## src/hdl/utf16_to_codepoint_decoder_top_defines.svh

```systemverilog
// Assertion macros shared by the decoder's assertion sections.
`ifndef UTF16_TO_CODEPOINT_DECODER_TOP_DEFINES_SVH
`define UTF16_TO_CODEPOINT_DECODER_TOP_DEFINES_SVH

// The consequent must hold in the same cycle as the antecedent.
`define U16D_ASSERT_IMPLIES(lbl, clk, rst, ante, cons) \
   lbl: assert property (@(posedge clk) disable iff (rst) (ante) |-> (cons)) \
      else $error("u16d check failed");

// The expression must never be true.
`define U16D_ASSERT_NEVER(lbl, clk, rst, expr) \
   lbl: assert property (@(posedge clk) disable iff (rst) !(expr)) \
      else $error("u16d check failed");

`endif

```

## src/hdl/u16d_pkg.sv

```systemverilog
`default_nettype none

package u16d_pkg;

   typedef enum logic [1:0] {
      ST_CODE_POINT   = 2'd0,
      ST_SURROGATE    = 2'd1,
      ST_TRUNCATED    = 2'd2
   } status_type;

   localparam logic [4:0]  SURR_PREFIX  = 5'b11011;
   localparam logic [5:0]  LOW_PREFIX   = 6'b110111;
   localparam logic [20:0] SUPP_BASE    = 21'h10000;
   localparam logic [20:0] MAX_CODE     = 21'h10FFFF;

   typedef struct packed {
      logic [20:0] code_point;
      status_type  status;
   } res_type;

   typedef struct packed {
      logic [1:0] count;
      logic       buffer_end;
      res_type    res0;
      res_type    res1;
   } job_type;

   function automatic res_type make_res(logic [20:0] cp, status_type st);
      res_type r;
      r.code_point = cp;
      r.status     = st;
      return r;
   endfunction

   function automatic job_type job_add(job_type j, res_type r);
      job_type o;
      o = j;
      if (j.count == 2'd0) begin
         o.res0 = r;
      end else begin
         o.res1 = r;
      end
      o.count = j.count + 2'd1;
      return o;
   endfunction

endpackage

`default_nettype wire

```

## src/hdl/u16d_front.sv

```systemverilog
`default_nettype none

module u16d_front
   import u16d_pkg::*;
(
   input  wire logic       clock,
   input  wire logic       reset,
   input  wire logic       req_valid,
   input  wire logic       req_stall,
   input  wire logic [7:0] req_data_byte,
   input  wire logic       req_buffer_end,
   input  wire logic       csr_wr_en,
   input  wire logic       csr_wr_data,
   output logic            push,
   output job_type         push_job
);

   logic        big_endian_ff, big_endian_in;
   logic        odd_ff, odd_in;
   logic [7:0]  held_ff, held_in;
   logic        hp_ff, hp_in;
   logic [9:0]  hb_ff, hb_in;
   logic [15:0] unit;
   logic        accept;
   job_type     job;

   assign accept = req_valid && !req_stall;

   always_comb begin
      unit = big_endian_ff ? {held_ff, req_data_byte} : {req_data_byte, held_ff};
      odd_in  = odd_ff;
      held_in = held_ff;
      hp_in   = hp_ff;
      hb_in   = hb_ff;
      job     = '0;
      job.buffer_end = req_buffer_end;
      if (!odd_ff) begin
         odd_in  = 1'b1;
         held_in = req_data_byte;
      end else begin
         odd_in = 1'b0;
         if (hp_ff && unit[15:10] == LOW_PREFIX) begin
            hp_in = 1'b0;
            job = job_add(job, make_res((SUPP_BASE + {1'b0, hb_ff, 10'b0})
                                        | {11'b0, unit[9:0]}, ST_CODE_POINT));
         end else begin
            if (hp_ff) begin
               hp_in = 1'b0;
               job = job_add(job, make_res('0, ST_SURROGATE));
            end
            if (unit[15:11] != SURR_PREFIX) begin
               job = job_add(job, make_res({5'b0, unit}, ST_CODE_POINT));
            end else if (unit[10]) begin
               job = job_add(job, make_res('0, ST_SURROGATE));
            end else begin
               hp_in = 1'b1;
               hb_in = unit[9:0];
            end
         end
      end
      if (req_buffer_end && (odd_in || hp_in)) begin
         job = job_add(job, make_res('0, ST_TRUNCATED));
         odd_in = 1'b0;
         hp_in  = 1'b0;
      end
   end

   always_comb begin
      big_endian_in = csr_wr_en ? csr_wr_data : big_endian_ff;
   end

   always_ff @(posedge clock) begin
      if (reset) begin
         big_endian_ff <= 1'b1;
         odd_ff        <= 1'b0;
         hp_ff         <= 1'b0;
      end else begin
         big_endian_ff <= big_endian_in;
         if (accept) begin
            odd_ff <= odd_in;
            hp_ff  <= hp_in;
         end
      end
   end

   always_ff @(posedge clock) begin
      if (accept) begin
         held_ff <= held_in;
         hb_ff   <= hb_in;
      end
   end

   assign push     = accept && (job.count != 2'd0);
   assign push_job = job;

endmodule

`default_nettype wire

```

## src/hdl/u16d_queue.sv

```systemverilog
`default_nettype none

module u16d_queue
   import u16d_pkg::*;
#(
   parameter int DEPTH = 4
)
(
   input  wire logic clock,
   input  wire logic reset,
   input  wire logic push,
   input  job_type   push_job,
   input  wire logic pop,
   output logic      full,
   output logic      head_valid,
   output job_type   head_job
);

   localparam int PW = (DEPTH > 1) ? $clog2(DEPTH) : 1;
   localparam int CW = $clog2(DEPTH + 1);

   job_type         entries_ff [DEPTH];
   logic [PW-1:0]   wr_ptr_ff, wr_ptr_in;
   logic [PW-1:0]   rd_ptr_ff, rd_ptr_in;
   logic [CW-1:0]   count_ff, count_in;
   logic            do_pop;

   assign full       = (count_ff == CW'(DEPTH));
   assign head_valid = (count_ff != '0);
   assign head_job   = entries_ff[rd_ptr_ff];
   assign do_pop     = pop && head_valid;

   always_comb begin
      wr_ptr_in = wr_ptr_ff;
      rd_ptr_in = rd_ptr_ff;
      count_in  = count_ff;
      if (push) begin
         wr_ptr_in = (wr_ptr_ff == PW'(DEPTH - 1)) ? '0 : wr_ptr_ff + PW'(1);
      end
      if (do_pop) begin
         rd_ptr_in = (rd_ptr_ff == PW'(DEPTH - 1)) ? '0 : rd_ptr_ff + PW'(1);
      end
      if (push && !do_pop) begin
         count_in = count_ff + CW'(1);
      end else if (!push && do_pop) begin
         count_in = count_ff - CW'(1);
      end
   end

   always_ff @(posedge clock) begin
      if (reset) begin
         wr_ptr_ff <= '0;
         rd_ptr_ff <= '0;
         count_ff  <= '0;
      end else begin
         wr_ptr_ff <= wr_ptr_in;
         rd_ptr_ff <= rd_ptr_in;
         count_ff  <= count_in;
      end
   end

   always_ff @(posedge clock) begin
      if (push) begin
         entries_ff[wr_ptr_ff] <= push_job;
      end
   end

endmodule

`default_nettype wire

```

## src/hdl/u16d_back.sv

```systemverilog
`default_nettype none

module u16d_back
   import u16d_pkg::*;
(
   input  wire logic         clock,
   input  wire logic         reset,
   input  wire logic         head_valid,
   input  job_type           head_job,
   output logic              pop,
   output logic              rsp_valid,
   input  wire logic         rsp_stall,
   output logic [20:0]       rsp_code_point,
   output logic [1:0]        rsp_status,
   output logic              rsp_closes_buffer
);

   logic        valid_ff, valid_in;
   logic        sub_ff, sub_in;
   res_type     res_ff, res_in;
   logic        close_ff, close_in;
   logic        load;
   logic        last;

   always_comb begin
      load     = !valid_ff || !rsp_stall;
      last     = sub_ff || (head_job.count == 2'd1);
      valid_in = valid_ff;
      sub_in   = sub_ff;
      res_in   = res_ff;
      close_in = close_ff;
      pop      = 1'b0;
      if (load) begin
         valid_in = head_valid;
         if (head_valid) begin
            res_in   = sub_ff ? head_job.res1 : head_job.res0;
            close_in = head_job.buffer_end && last;
            pop      = last;
            sub_in   = !last;
         end
      end
   end

   always_ff @(posedge clock) begin
      if (reset) begin
         valid_ff <= 1'b0;
         sub_ff   <= 1'b0;
      end else begin
         valid_ff <= valid_in;
         sub_ff   <= sub_in;
      end
   end

   always_ff @(posedge clock) begin
      res_ff   <= res_in;
      close_ff <= close_in;
   end

   assign rsp_valid         = valid_ff;
   assign rsp_code_point    = res_ff.code_point;
   assign rsp_status        = res_ff.status;
   assign rsp_closes_buffer = close_ff;

endmodule

`default_nettype wire

```

## src/hdl/utf16_to_codepoint_decoder_top.sv

```systemverilog
// UTF-16 byte stream decoder. The req channel takes one stream byte per item
// together with a flag that marks the last byte of a buffer. The rsp channel
// gives code points, surrogate error results and truncation results, each
// with a flag on the final result of a buffer-end item. The csr port writes
// the byte order bit (1 is high byte first) and resets to big-endian order.
// The front stage pairs bytes, tracks a pending high surrogate and builds up
// to two results per item at once; these go into a small queue. The back
// stage sends one result per cycle through an output register while rsp is
// not stalled. An item is taken every cycle while the queue has room; its
// results pass through the queue, then the output register. An item that
// gives two results sends them one after the other. A stall on rsp holds
// the output register; the queue then fills and req is stalled. Reset
// clears the byte order to big-endian, drops any held byte or pending
// surrogate and empties the queue and the output register.
`default_nettype none
`include "utf16_to_codepoint_decoder_top_defines.svh"

module utf16_to_codepoint_decoder_top
   import u16d_pkg::*;
#(
   parameter int QUEUE_DEPTH = 4
)
(
   input  wire logic        clock,
   input  wire logic        reset,
   input  wire logic        req_valid,
   output logic             req_stall,
   input  wire logic [7:0]  req_data_byte,
   input  wire logic        req_buffer_end,
   output logic             rsp_valid,
   input  wire logic        rsp_stall,
   output logic [20:0]      rsp_code_point,
   output logic [1:0]       rsp_status,
   output logic             rsp_closes_buffer,
   input  wire logic        csr_wr_en,
   input  wire logic        csr_wr_data
);

   logic    push;
   job_type push_job;
   logic    pop;
   logic    full;
   logic    head_valid;
   job_type head_job;

   assign req_stall = full;

   u16d_front u_front (
      .clock          (clock),
      .reset          (reset),
      .req_valid      (req_valid),
      .req_stall      (req_stall),
      .req_data_byte  (req_data_byte),
      .req_buffer_end (req_buffer_end),
      .csr_wr_en      (csr_wr_en),
      .csr_wr_data    (csr_wr_data),
      .push           (push),
      .push_job       (push_job)
   );

   u16d_queue #(
      .DEPTH (QUEUE_DEPTH)
   ) u_queue (
      .clock      (clock),
      .reset      (reset),
      .push       (push),
      .push_job   (push_job),
      .pop        (pop),
      .full       (full),
      .head_valid (head_valid),
      .head_job   (head_job)
   );

   u16d_back u_back (
      .clock             (clock),
      .reset             (reset),
      .head_valid        (head_valid),
      .head_job          (head_job),
      .pop               (pop),
      .rsp_valid         (rsp_valid),
      .rsp_stall         (rsp_stall),
      .rsp_code_point    (rsp_code_point),
      .rsp_status        (rsp_status),
      .rsp_closes_buffer (rsp_closes_buffer)
   );

   `U16D_ASSERT_IMPLIES(a_err_zero_cp, clock, reset,
      rsp_valid && rsp_status != ST_CODE_POINT, rsp_code_point == '0)
   `U16D_ASSERT_IMPLIES(a_truncated_closes, clock, reset,
      rsp_valid && rsp_status == ST_TRUNCATED, rsp_closes_buffer)
   `U16D_ASSERT_NEVER(a_cp_scalar, clock, reset,
      rsp_valid && rsp_status == ST_CODE_POINT &&
      (rsp_code_point > MAX_CODE || rsp_code_point[20:11] == {5'b0, SURR_PREFIX}))

endmodule

`default_nettype wire

```

## config.mk

```make
export PLATFORM = sky130hd
export DESIGN_NAME = utf16_to_codepoint_decoder_top
export DESIGN_NICKNAME = d
export VERILOG_FILES = /design/src/hdl/u16d_pkg.sv /design/src/hdl/u16d_front.sv /design/src/hdl/u16d_queue.sv /design/src/hdl/u16d_back.sv /design/src/hdl/utf16_to_codepoint_decoder_top.sv
export VERILOG_INCLUDE_DIRS = /design/src /design/src/hdl
export SDC_FILE = /design/constraint.sdc
export NUM_CORES = 1
export LEC_CHECK = 0
export BUFFER_PORTS_ARGS = -buffer_cell sky130_fd_sc_hd__buf_2
export CAP_MARGIN = 10
export CORE_MARGIN = 10
export CORE_UTILIZATION = 40
export CTS_CLUSTER_SIZE = 20
export DETAILED_ROUTE_END_ITERATION = 12
export SLEW_MARGIN = 20
export SYNTH_ARGS = -nofsm -noshare
export SYNTH_HDL_FRONTEND = slang
export SYNTH_SLANG_ARGS = --single-unit
```

## constraint.sdc

```tcl
create_clock -name clock -period 10.2 [get_ports clock]
set_input_delay 0.51 -clock clock [delete_from_list [all_inputs] [get_ports clock]]
set_output_delay 0.51 -clock clock [all_outputs]
set_load 0.01 [all_outputs]
```

==> out/qor.csv, run 1 <==
stage;metric;value;unit
sta;smallest hold slack;0.214;ns
floorplanning;height of the die;172;um
power;Int Pwr;2.02;mW
cells_and_area;share of cells above drive strength 1;0.282;
synthesis;number of flops mapped to enable cells by yosys;218;
placement;Routability Congestion;0.806;
synthesis;syn_nets;529;
clocking;CTS Buf Count;25;
sta;Max-Slew Margin vs Limit;0.381;
critical_path;Worst Setup Start Kind;register;
synthesis;Async SR Flop Fraction;0;
route;drt drc;0;
grt;largest net degree at the start of global routing;47;
floorplanning;I/O pins;41;
synthesis;cell count after synthesis;502;
synthesis;most common cell in the netlist;edfxtp_1;
synthesis;YS warnings;0;
status;status;completed;
route;First DRT Iteration DRCs;315;
synthesis;Yosys reg bits;232;
synthesis;Syn Std Cell Area;9260;sq um
power;Power Dens Cells;254;nW/um^2
floorplanning;die area;29600;sq um
floorplanning;Initial Utilization;0.408;
synthesis;sequential element share of the synthesized area;0.737;
floorplanning;core footprint;22700;sq um
power;Max VDD drop;0.000122;V
grt;vias in the first global route;4784;
clocking;Clock Tree Root;clkbuf_16;
critical_path;crit-path cells;nand2_1 > or3_1 > a21oi_2 > a21oi_1 > a41oi_1 > ha_1 > nor3_4 > a311oi_4 > and2_2 > buf_4;
clocking;CTS tree;done;
critical_path;Largest stage delay, worst path;0.91;ns
critical_path;reg2reg setup slack;5.50;ns
cells_and_area;# nets final;586;
synthesis;Synth Flop Type;edfxtp_1;
clocking;clk sink count;232;
critical_path;kind of critical path;reg -> reg;
power;clock network power share;0.338;
clocking;H-tree level count;1;
floorplanning;Die Wd;172;um
grt;GRT Total Usage;0.125;
placement;IO buf count;40;
placement;placed wire-length estimate;11100;um
sta;Period minus WS final;4.70;ns
clocking;CTS clk-pin slew, worst paths;0.06;ns
sta;Fin Clk Skew;0.0229;ns
cells_and_area;multi-input logic area;2290;sq um
critical_path;Setup crit end kind;register;
grt;initial antenna violation count;0;
route;via/cell ratio;5.22;
power;Reg power frac;0.454;
grt;first-pass GRT wire length;28200;um
worst_hold_path;Min-Delay Path Class;in -> reg;
clocking;hold-fix buffers at CTS;0;
power;switching part of the total;0.256;
critical_path;CP max stage cell;dfxtp_1;
cells_and_area;area grow syn2layout;15.4;%
sta;setup TNS;0;ns
sta;Fmax achieved;213;MHz
sta;Final Setup Violations;0;
route;WL/cell;21.1;um
sta;final hold violation count;0;
power;Net Switching;695;uW
route;Post-Route WL;18200;um
critical_path;crit-path max FO;23;
flow_run;maxcap violations;0;
synthesis;post-synthesis cell type count;42;
route;ANT nets after route;0;
route;via count;4509;
sta;RSZ-0062 raised after global routing;false;
grt;gr ovfl total;0;
cells_and_area;Sequential Area;6830;sq um
sta;Worst Max-Slew Pin Slew;0.929;ns
critical_path;Critical Path AT;4.87;ns
clocking;post-cts gate resize count;0;
synthesis;Synth top cells by count;edfxtp_1 (218), nor2_1 (48), mux4_2 (42), inv_1 (21), mux2i_1 (19);
route;drt pass-1 iters;5;
power;combinational share of power;0.207;
power;Leakage;3.79;nW
floorplanning;num rows;55;
sta;Pins Over Slew Limit;0;
synthesis;Syn Area/Cell;18.4;sq um
clocking;clk_lat worst skew;0.52;ns
synthesis;Area contributors post-synth;edfxtp_1 (71%), mux4_2 (10%), dfxtp_1 (3.0%);
critical_path;Required @ worst endpoint;10.37;ns
clocking;clk buf depth;3;
clocking;post-CTS setup buffers;0;
sta;Final period util;0.461;
synthesis;Synth top area share;0.707;
synthesis;cell taking the most area after synthesis;edfxtp_1;
cells_and_area;fillers;1912;
cells_and_area;n_diodes;0;
-- kinds of logic after synthesis --
logic type                 after synthesis  share of synthesized area
and+or+nand+nor                        104                     0.0542
xor gates and xnor gates                 5                    0.00473
muxes                                   80                      0.146
buffers and inverters                   41                     0.0174
DFF                                    232                      0.737
AOI/OAI and AO/OA                       28                     0.0230
adders and majority gates               12                     0.0170
-- routing by layer --
layer | part of all wire | vias up | global-route usage
li1 | - | 2074 | -
met1 | 0.42 | 2300 | 0.157
met2 | 0.51 | 110 | 0.221
met3 | 0.046 | 25 | 0.0205
met4 | 0.017 | 0 | 0.0337
met5 | 0 | - | 0
-- power by group through the flow --
stage	Sequential (mW)	Combinational, mW	Clock (mW)
6_report	1.23	0.563	0.918
5_1_grt	1.24	0.627	0.980
4_1_cts	1.23	0.591	0.939
3_5_place_dp	1.25	0.586	0
3_3_place_gp	1.25	0.583	0
2_1_floorplan	1.28	0.364	0
-- per-stage QoR --
| step | setup slack [ns] | util | power (mW) | cell area, sq um | instances |
|---|---|---|---|---|---|
| 2_1_floorplan | 6.23 | - | 1.64 | 9260 | 502 |
| 3_3_place_gp | 5.63 | 0.433 | 1.83 | 9830 | 817 |
| 3_5_place_dp | 5.49 | 0.433 | 1.84 | 9830 | 817 |
| 4_1_cts | 5.44 | 0.470 | 2.76 | 10700 | 863 |
| 5_1_grt | 5.05 | 0.470 | 2.85 | 10700 | 863 |
| 6_report | 5.50 | 0.470 | 2.71 | 10700 | 863 |
-- placed cells by master, fill, tap and decap left out, types with 5 or more instances in the layout --
master | netlist | routed
mux2i_1 | 19 | 19
dfxtp_1 | 14 | 12
buf_4 | 0 | 10
clkbuf_16 | 0 | 25
nand2_1 | 14 | 14
mux4_2 | 42 | 42
nor2_1 | 48 | 48
nor3_1 | 11 | 11
a21oi_1 | 13 | 12
clkbuf_1 | 17 | 6
inv_1 | 21 | 21
mux2_2 | 18 | 18
edfxtp_1 | 218 | 218
ha_1 | 11 | 11
buf_2 | 0 | 40
nor2b_1 | 7 | 7
nand2b_1 | 5 | 5
-- state kept, by name (all words and copies together) (netlist names), named ones only --
register                  count
u_queue.entries_ff          176
u_back.rsp_code_point        21
u_front.hb_ff                10
u_front.held_ff               8
u_queue.count_ff              3
u_back.rsp_status             2
u_queue.rd_ptr_ff             2
u_queue.wr_ptr_ff             2
u_back.rsp_closes_buffer      1
u_back.rsp_valid              1
u_back.sub_ff                 1
u_front.big_endian_ff         1
u_front.hp_ff                 1
u_front.odd_ff                1
-- cell type report --
cell class	instances	area share
Tap cell	285	0.0334
Inverter	21	0.00738
Multi-Input combinational cell	229	0.215
Clock buffer	34	0.0646
Sequential cell	232	0.639
Timing Repair Buffer	50	0.0258
Clock inverter	12	0.0149
-- final timing paths --
path / start / end / depth (start not counted)
setup / recovery: u_front.big_endian_ff / u_queue.entries_ff[1][17] / 10
hold / removal: req_data_byte[2] / u_front.held_ff[2] / 1
setup reg to reg: u_front.big_endian_ff / u_queue.entries_ff[1][17] / 10
hold reg to reg: u_queue.rd_ptr_ff[0] / register / 2
-- worst max-delay path, delay by kind of cell (launching register included) --
kind            cells  cell delay (ns)
buf+inv             1             0.43
compound gates      4             1.28
flops               1             0.91
simple gates        4             1.41
fa+ha+maj           1             0.27
Power figures use the tool's default switching activity.
==> run 2: changes to the inputs <==
--- a/config.mk
+++ b/config.mk
@@ -6,6 +6,7 @@
 export SDC_FILE = /design/constraint.sdc
 export NUM_CORES = 1
 export LEC_CHECK = 0
+export ABC_AREA = 1
 export BUFFER_PORTS_ARGS = -buffer_cell sky130_fd_sc_hd__buf_2
 export CAP_MARGIN = 10
 export CORE_MARGIN = 10
==> constraint.sdc (replaced) <==
create_clock -name clock -period 4.12 [get_ports clock]
set_input_delay 0.206 -clock clock [delete_from_list [all_inputs] [get_ports clock]]
set_output_delay 0.206 -clock clock [all_outputs]
set_load 0.01 [all_outputs]
==> run 2 against run 1 <==
Non-clock buffer count rose by 13. Critical path depth rose by 12. Core utilization rose by 0.19 points. Design area rose by 3.5%. Worst hold slack got worse by 0.21 ns. Combinational power rose to 2.9 times the previous value. Maximum frequency rose by 37%. Worst setup slack got worse by 4.8 ns. Sequential share of layout area fell by 2.2 points. Clock skew fell by 0.0091 ns.
==> out/qor.csv, run 2 <==
stage;metric;value;unit
clocking;CTS tree;done;
critical_path;Worst Setup SP;u_front.big_endian_ff;
sta;Period minus WS final;3.44;ns
sta;smallest hold slack;0.00802;ns
cells_and_area;# nets final;870;
synthesis;YS warnings;0;
clocking;Clock Tree Root;clkbuf_16;
route;ANT nets after route;0;
grt;gr ovfl total;0;
synthesis;Synth top area share;0.692;
floorplanning;die area;30200;sq um
critical_path;Required @ worst endpoint;4.56;ns
synthesis;cell taking the most area after synthesis;edfxtp_1;
power;Reg power frac;0.442;
power;Leakage;4.05;nW
clocking;post-cts gate resize count;0;
synthesis;sequential element share of the synthesized area;0.721;
power;Tot Pwr;7.05;mW
grt;GRT Total Usage;0.126;
synthesis;cell count after synthesis;790;
power;Max VDD drop;0.000271;V
clocking;H-tree level count;1;
sta;setup TNS;0;ns
cells_and_area;Reg with most FFs;u_queue.entries_ff;
synthesis;number of flops mapped to enable cells by yosys;218;
floorplanning;core footprint;23400;sq um
synthesis;Synth Flop Type;edfxtp_1;
critical_path;Setup crit end kind;register;
cells_and_area;commonest non-fill, non-tap cell in the layout;edfxtp_1;
sta;Pins Over Slew Limit;0;
synthesis;post-synthesis cell type count;38;
route;via count;5755;
sta;RSZ-0062 raised after global routing;false;
route;First DRT Iteration DRCs;538;
synthesis;Async SR Flop Fraction;0;
sta;Fin Clk Skew;0.0138;ns
route;via/cell ratio;4.88;
critical_path;crit-path max FO;15;
status;status;completed;
grt;initial antenna violation count;0;
floorplanning;I/O pins;41;
cells_and_area;n_diodes;0;
synthesis;Synth top cells by count;edfxtp_1 (218), nor2_1 (201), o21ai_0 (107), inv_1 (54), nand2_1 (49);
synthesis;most common cell in the netlist;edfxtp_1;
synthesis;Syn Std Cell Area;9460;sq um
floorplanning;Initial Utilization;0.404;
sta;Final Setup Violations;0;
power;Power Dens Cells;638;nW/um^2
synthesis;Syn Area/Cell;12.0;sq um
sta;Worst Max-Slew Pin Slew;0.925;ns
clocking;CTS Buf Count;24;
floorplanning;Die Wd;174;um
power;clock network power share;0.322;
clocking;clk buf depth;3;
cells_and_area;number of flip-flops in the largest register;176;
sta;Fmax achieved;291;MHz
critical_path;Critical Path AT;3.88;ns
grt;largest net degree at the start of global routing;87;
power;switching part of the total;0.299;
synthesis;Yosys reg bits;232;
power;combinational share of power;0.235;
sta;final hold violation count;0;
route;drt pass-1 iters;5;
sta;Max-Slew Margin vs Limit;0.384;
synthesis;syn_nets;817;
cells_and_area;share of cells above drive strength 1;0.138;
flow_run;maxcap violations;0;
grt;first-pass GRT wire length;30700;um
clocking;CTS clk-pin slew, worst paths;0.06;ns
route;drt drc;0;
cells_and_area;area grow syn2layout;16.8;%
placement;placed wire-length estimate;11300;um
route;WL/cell;16.5;um
floorplanning;num rows;56;
power;Net Switching;2.11;mW
critical_path;startpoint of the worst register-to-register path;u_front.big_endian_ff;
placement;IO buf count;40;
clocking;clk sink count;232;
cells_and_area;most frequent cells in the layout;edfxtp_1 (218), nor2_1 (197), o21ai_0 (107), inv_1 (53), nand2_1 (49);
floorplanning;height of the die;174;um
sta;Final period util;0.835;
critical_path;kind of critical path;reg -> reg;
placement;Routability Congestion;0.799;
synthesis;Area contributors post-synth;edfxtp_1 (69%), nor2_1 (8.0%), o21ai_0 (5.7%);
critical_path;Worst Setup Start Kind;register;
grt;vias in the first global route;5590;
clocking;clk_lat worst skew;0.51;ns
route;Post-Route WL;19400;um
worst_hold_path;hold path start;req_buffer_end;
worst_hold_path;Min-Delay Path Class;in -> reg;
power;Int Pwr;4.94;mW
run 2: cell count changes after synthesis, moves of 12 or more:
cell and change:
nor2_1 +153, o21ai_0 +104, mux4_2 -42, nand2_1 +35, inv_1 +33, mux2i_1 -19, a31oi_1 +18, mux2_2 -18
o22ai_1 +18, clkbuf_1 +12
run 2: path summary, 6_finish.rpt:
check	endpoint	slack [ns]	depth (start not counted)
setup / recovery	u_queue.count_ff[2]	0.68	22
setup reg to reg	u_queue.count_ff[2]	0.68	22
hold reg to reg	register	0.52	2
hold / removal	u_queue.entries_ff[1][46]	0.008	1
run 2: metrics by stage:
stage | util | setup slack, ns | cells | area [sq um]
final | 0.472 | 0.682 | 1180 | 11100
after global routing | 0.472 | 0.310 | 1180 | 11100
after CTS | 0.472 | 0.679 | 1180 | 11100
after detailed placement | 0.432 | 0.691 | 1125 | 10100
after global placement | 0.432 | 0.779 | 1125 | 10100
after floorplan | - | 0.0130 | 790 | 9460
run 2: what timing repair did:
| action | 4_1_cts | 5_1_grt |
|---|---|---|
| buffers inserted | 0 | 0 |
| hold buffers | 11 | 0 |
| endpoints found under the hold margin | 11 | 0 |
run 2: cells by family after synthesis:
| family | share of synthesized area |
|---|---|
| xor+xnor | 0.000926 |
| flops | 0.721 |
| fa+ha+maj | 0.0167 |
| simple gates | 0.124 |
| compound gates | 0.0986 |
| buf+inv | 0.0382 |
run 2: power by group through the flow:
| stage | Combinational [mW] | Clock (mW) | Sequential [mW] |
|---|---|---|---|
| CTS | 1.70 | 2.32 | 3.12 |
| global placement | 1.66 | 0 | 3.16 |
| floorplan | 1.05 | 0 | 3.23 |
| global route | 1.88 | 2.43 | 3.16 |
| detailed placement | 1.69 | 0 | 3.17 |
| finish | 1.66 | 2.27 | 3.12 |
run 2: cell type report:
type	count	area (sq um)
clock buffer	30	644
clock inverter	14	194
fill	2108	12400
tap	319	399
inverter	56	213
multi-input combinational	466	2320
timing repair buffer	63	450
sequential	232	6830
run 2: critical path, cell delays in order, from the launching register on:
cell     delay, ns
dfxtp_1       0.49
buf_4         0.27
nand2_4       0.06
o21ai_4       0.11
inv_4         0.05
ha_1          0.28
nand3_1       0.08
nand3_2       0.10
nand2_2       0.06
ha_1          0.28
inv_1         0.03
nand2_1       0.05
nand2_1       0.08
nand2_2       0.09
nand2_4       0.12
inv_1         0.09
ha_1          0.14
inv_1         0.07
fa_1          0.44
o21ai_0       0.18
a21o_1        0.12
o21ai_0       0.07
a21oi_1       0.12
run 2: metal layers:
metal | up-vias | wire length [um] | global-route usage | part of all wire
li1 | 2872 | - | - | -
met4 | 0 | 235 | 0.0321 | 0.012
met2 | 110 | 9110 | 0.208 | 0.47
met3 | 20 | 1150 | 0.0268 | 0.059
met1 | 2753 | 8940 | 0.165 | 0.46
met5 | - | 0 | 0 | 0
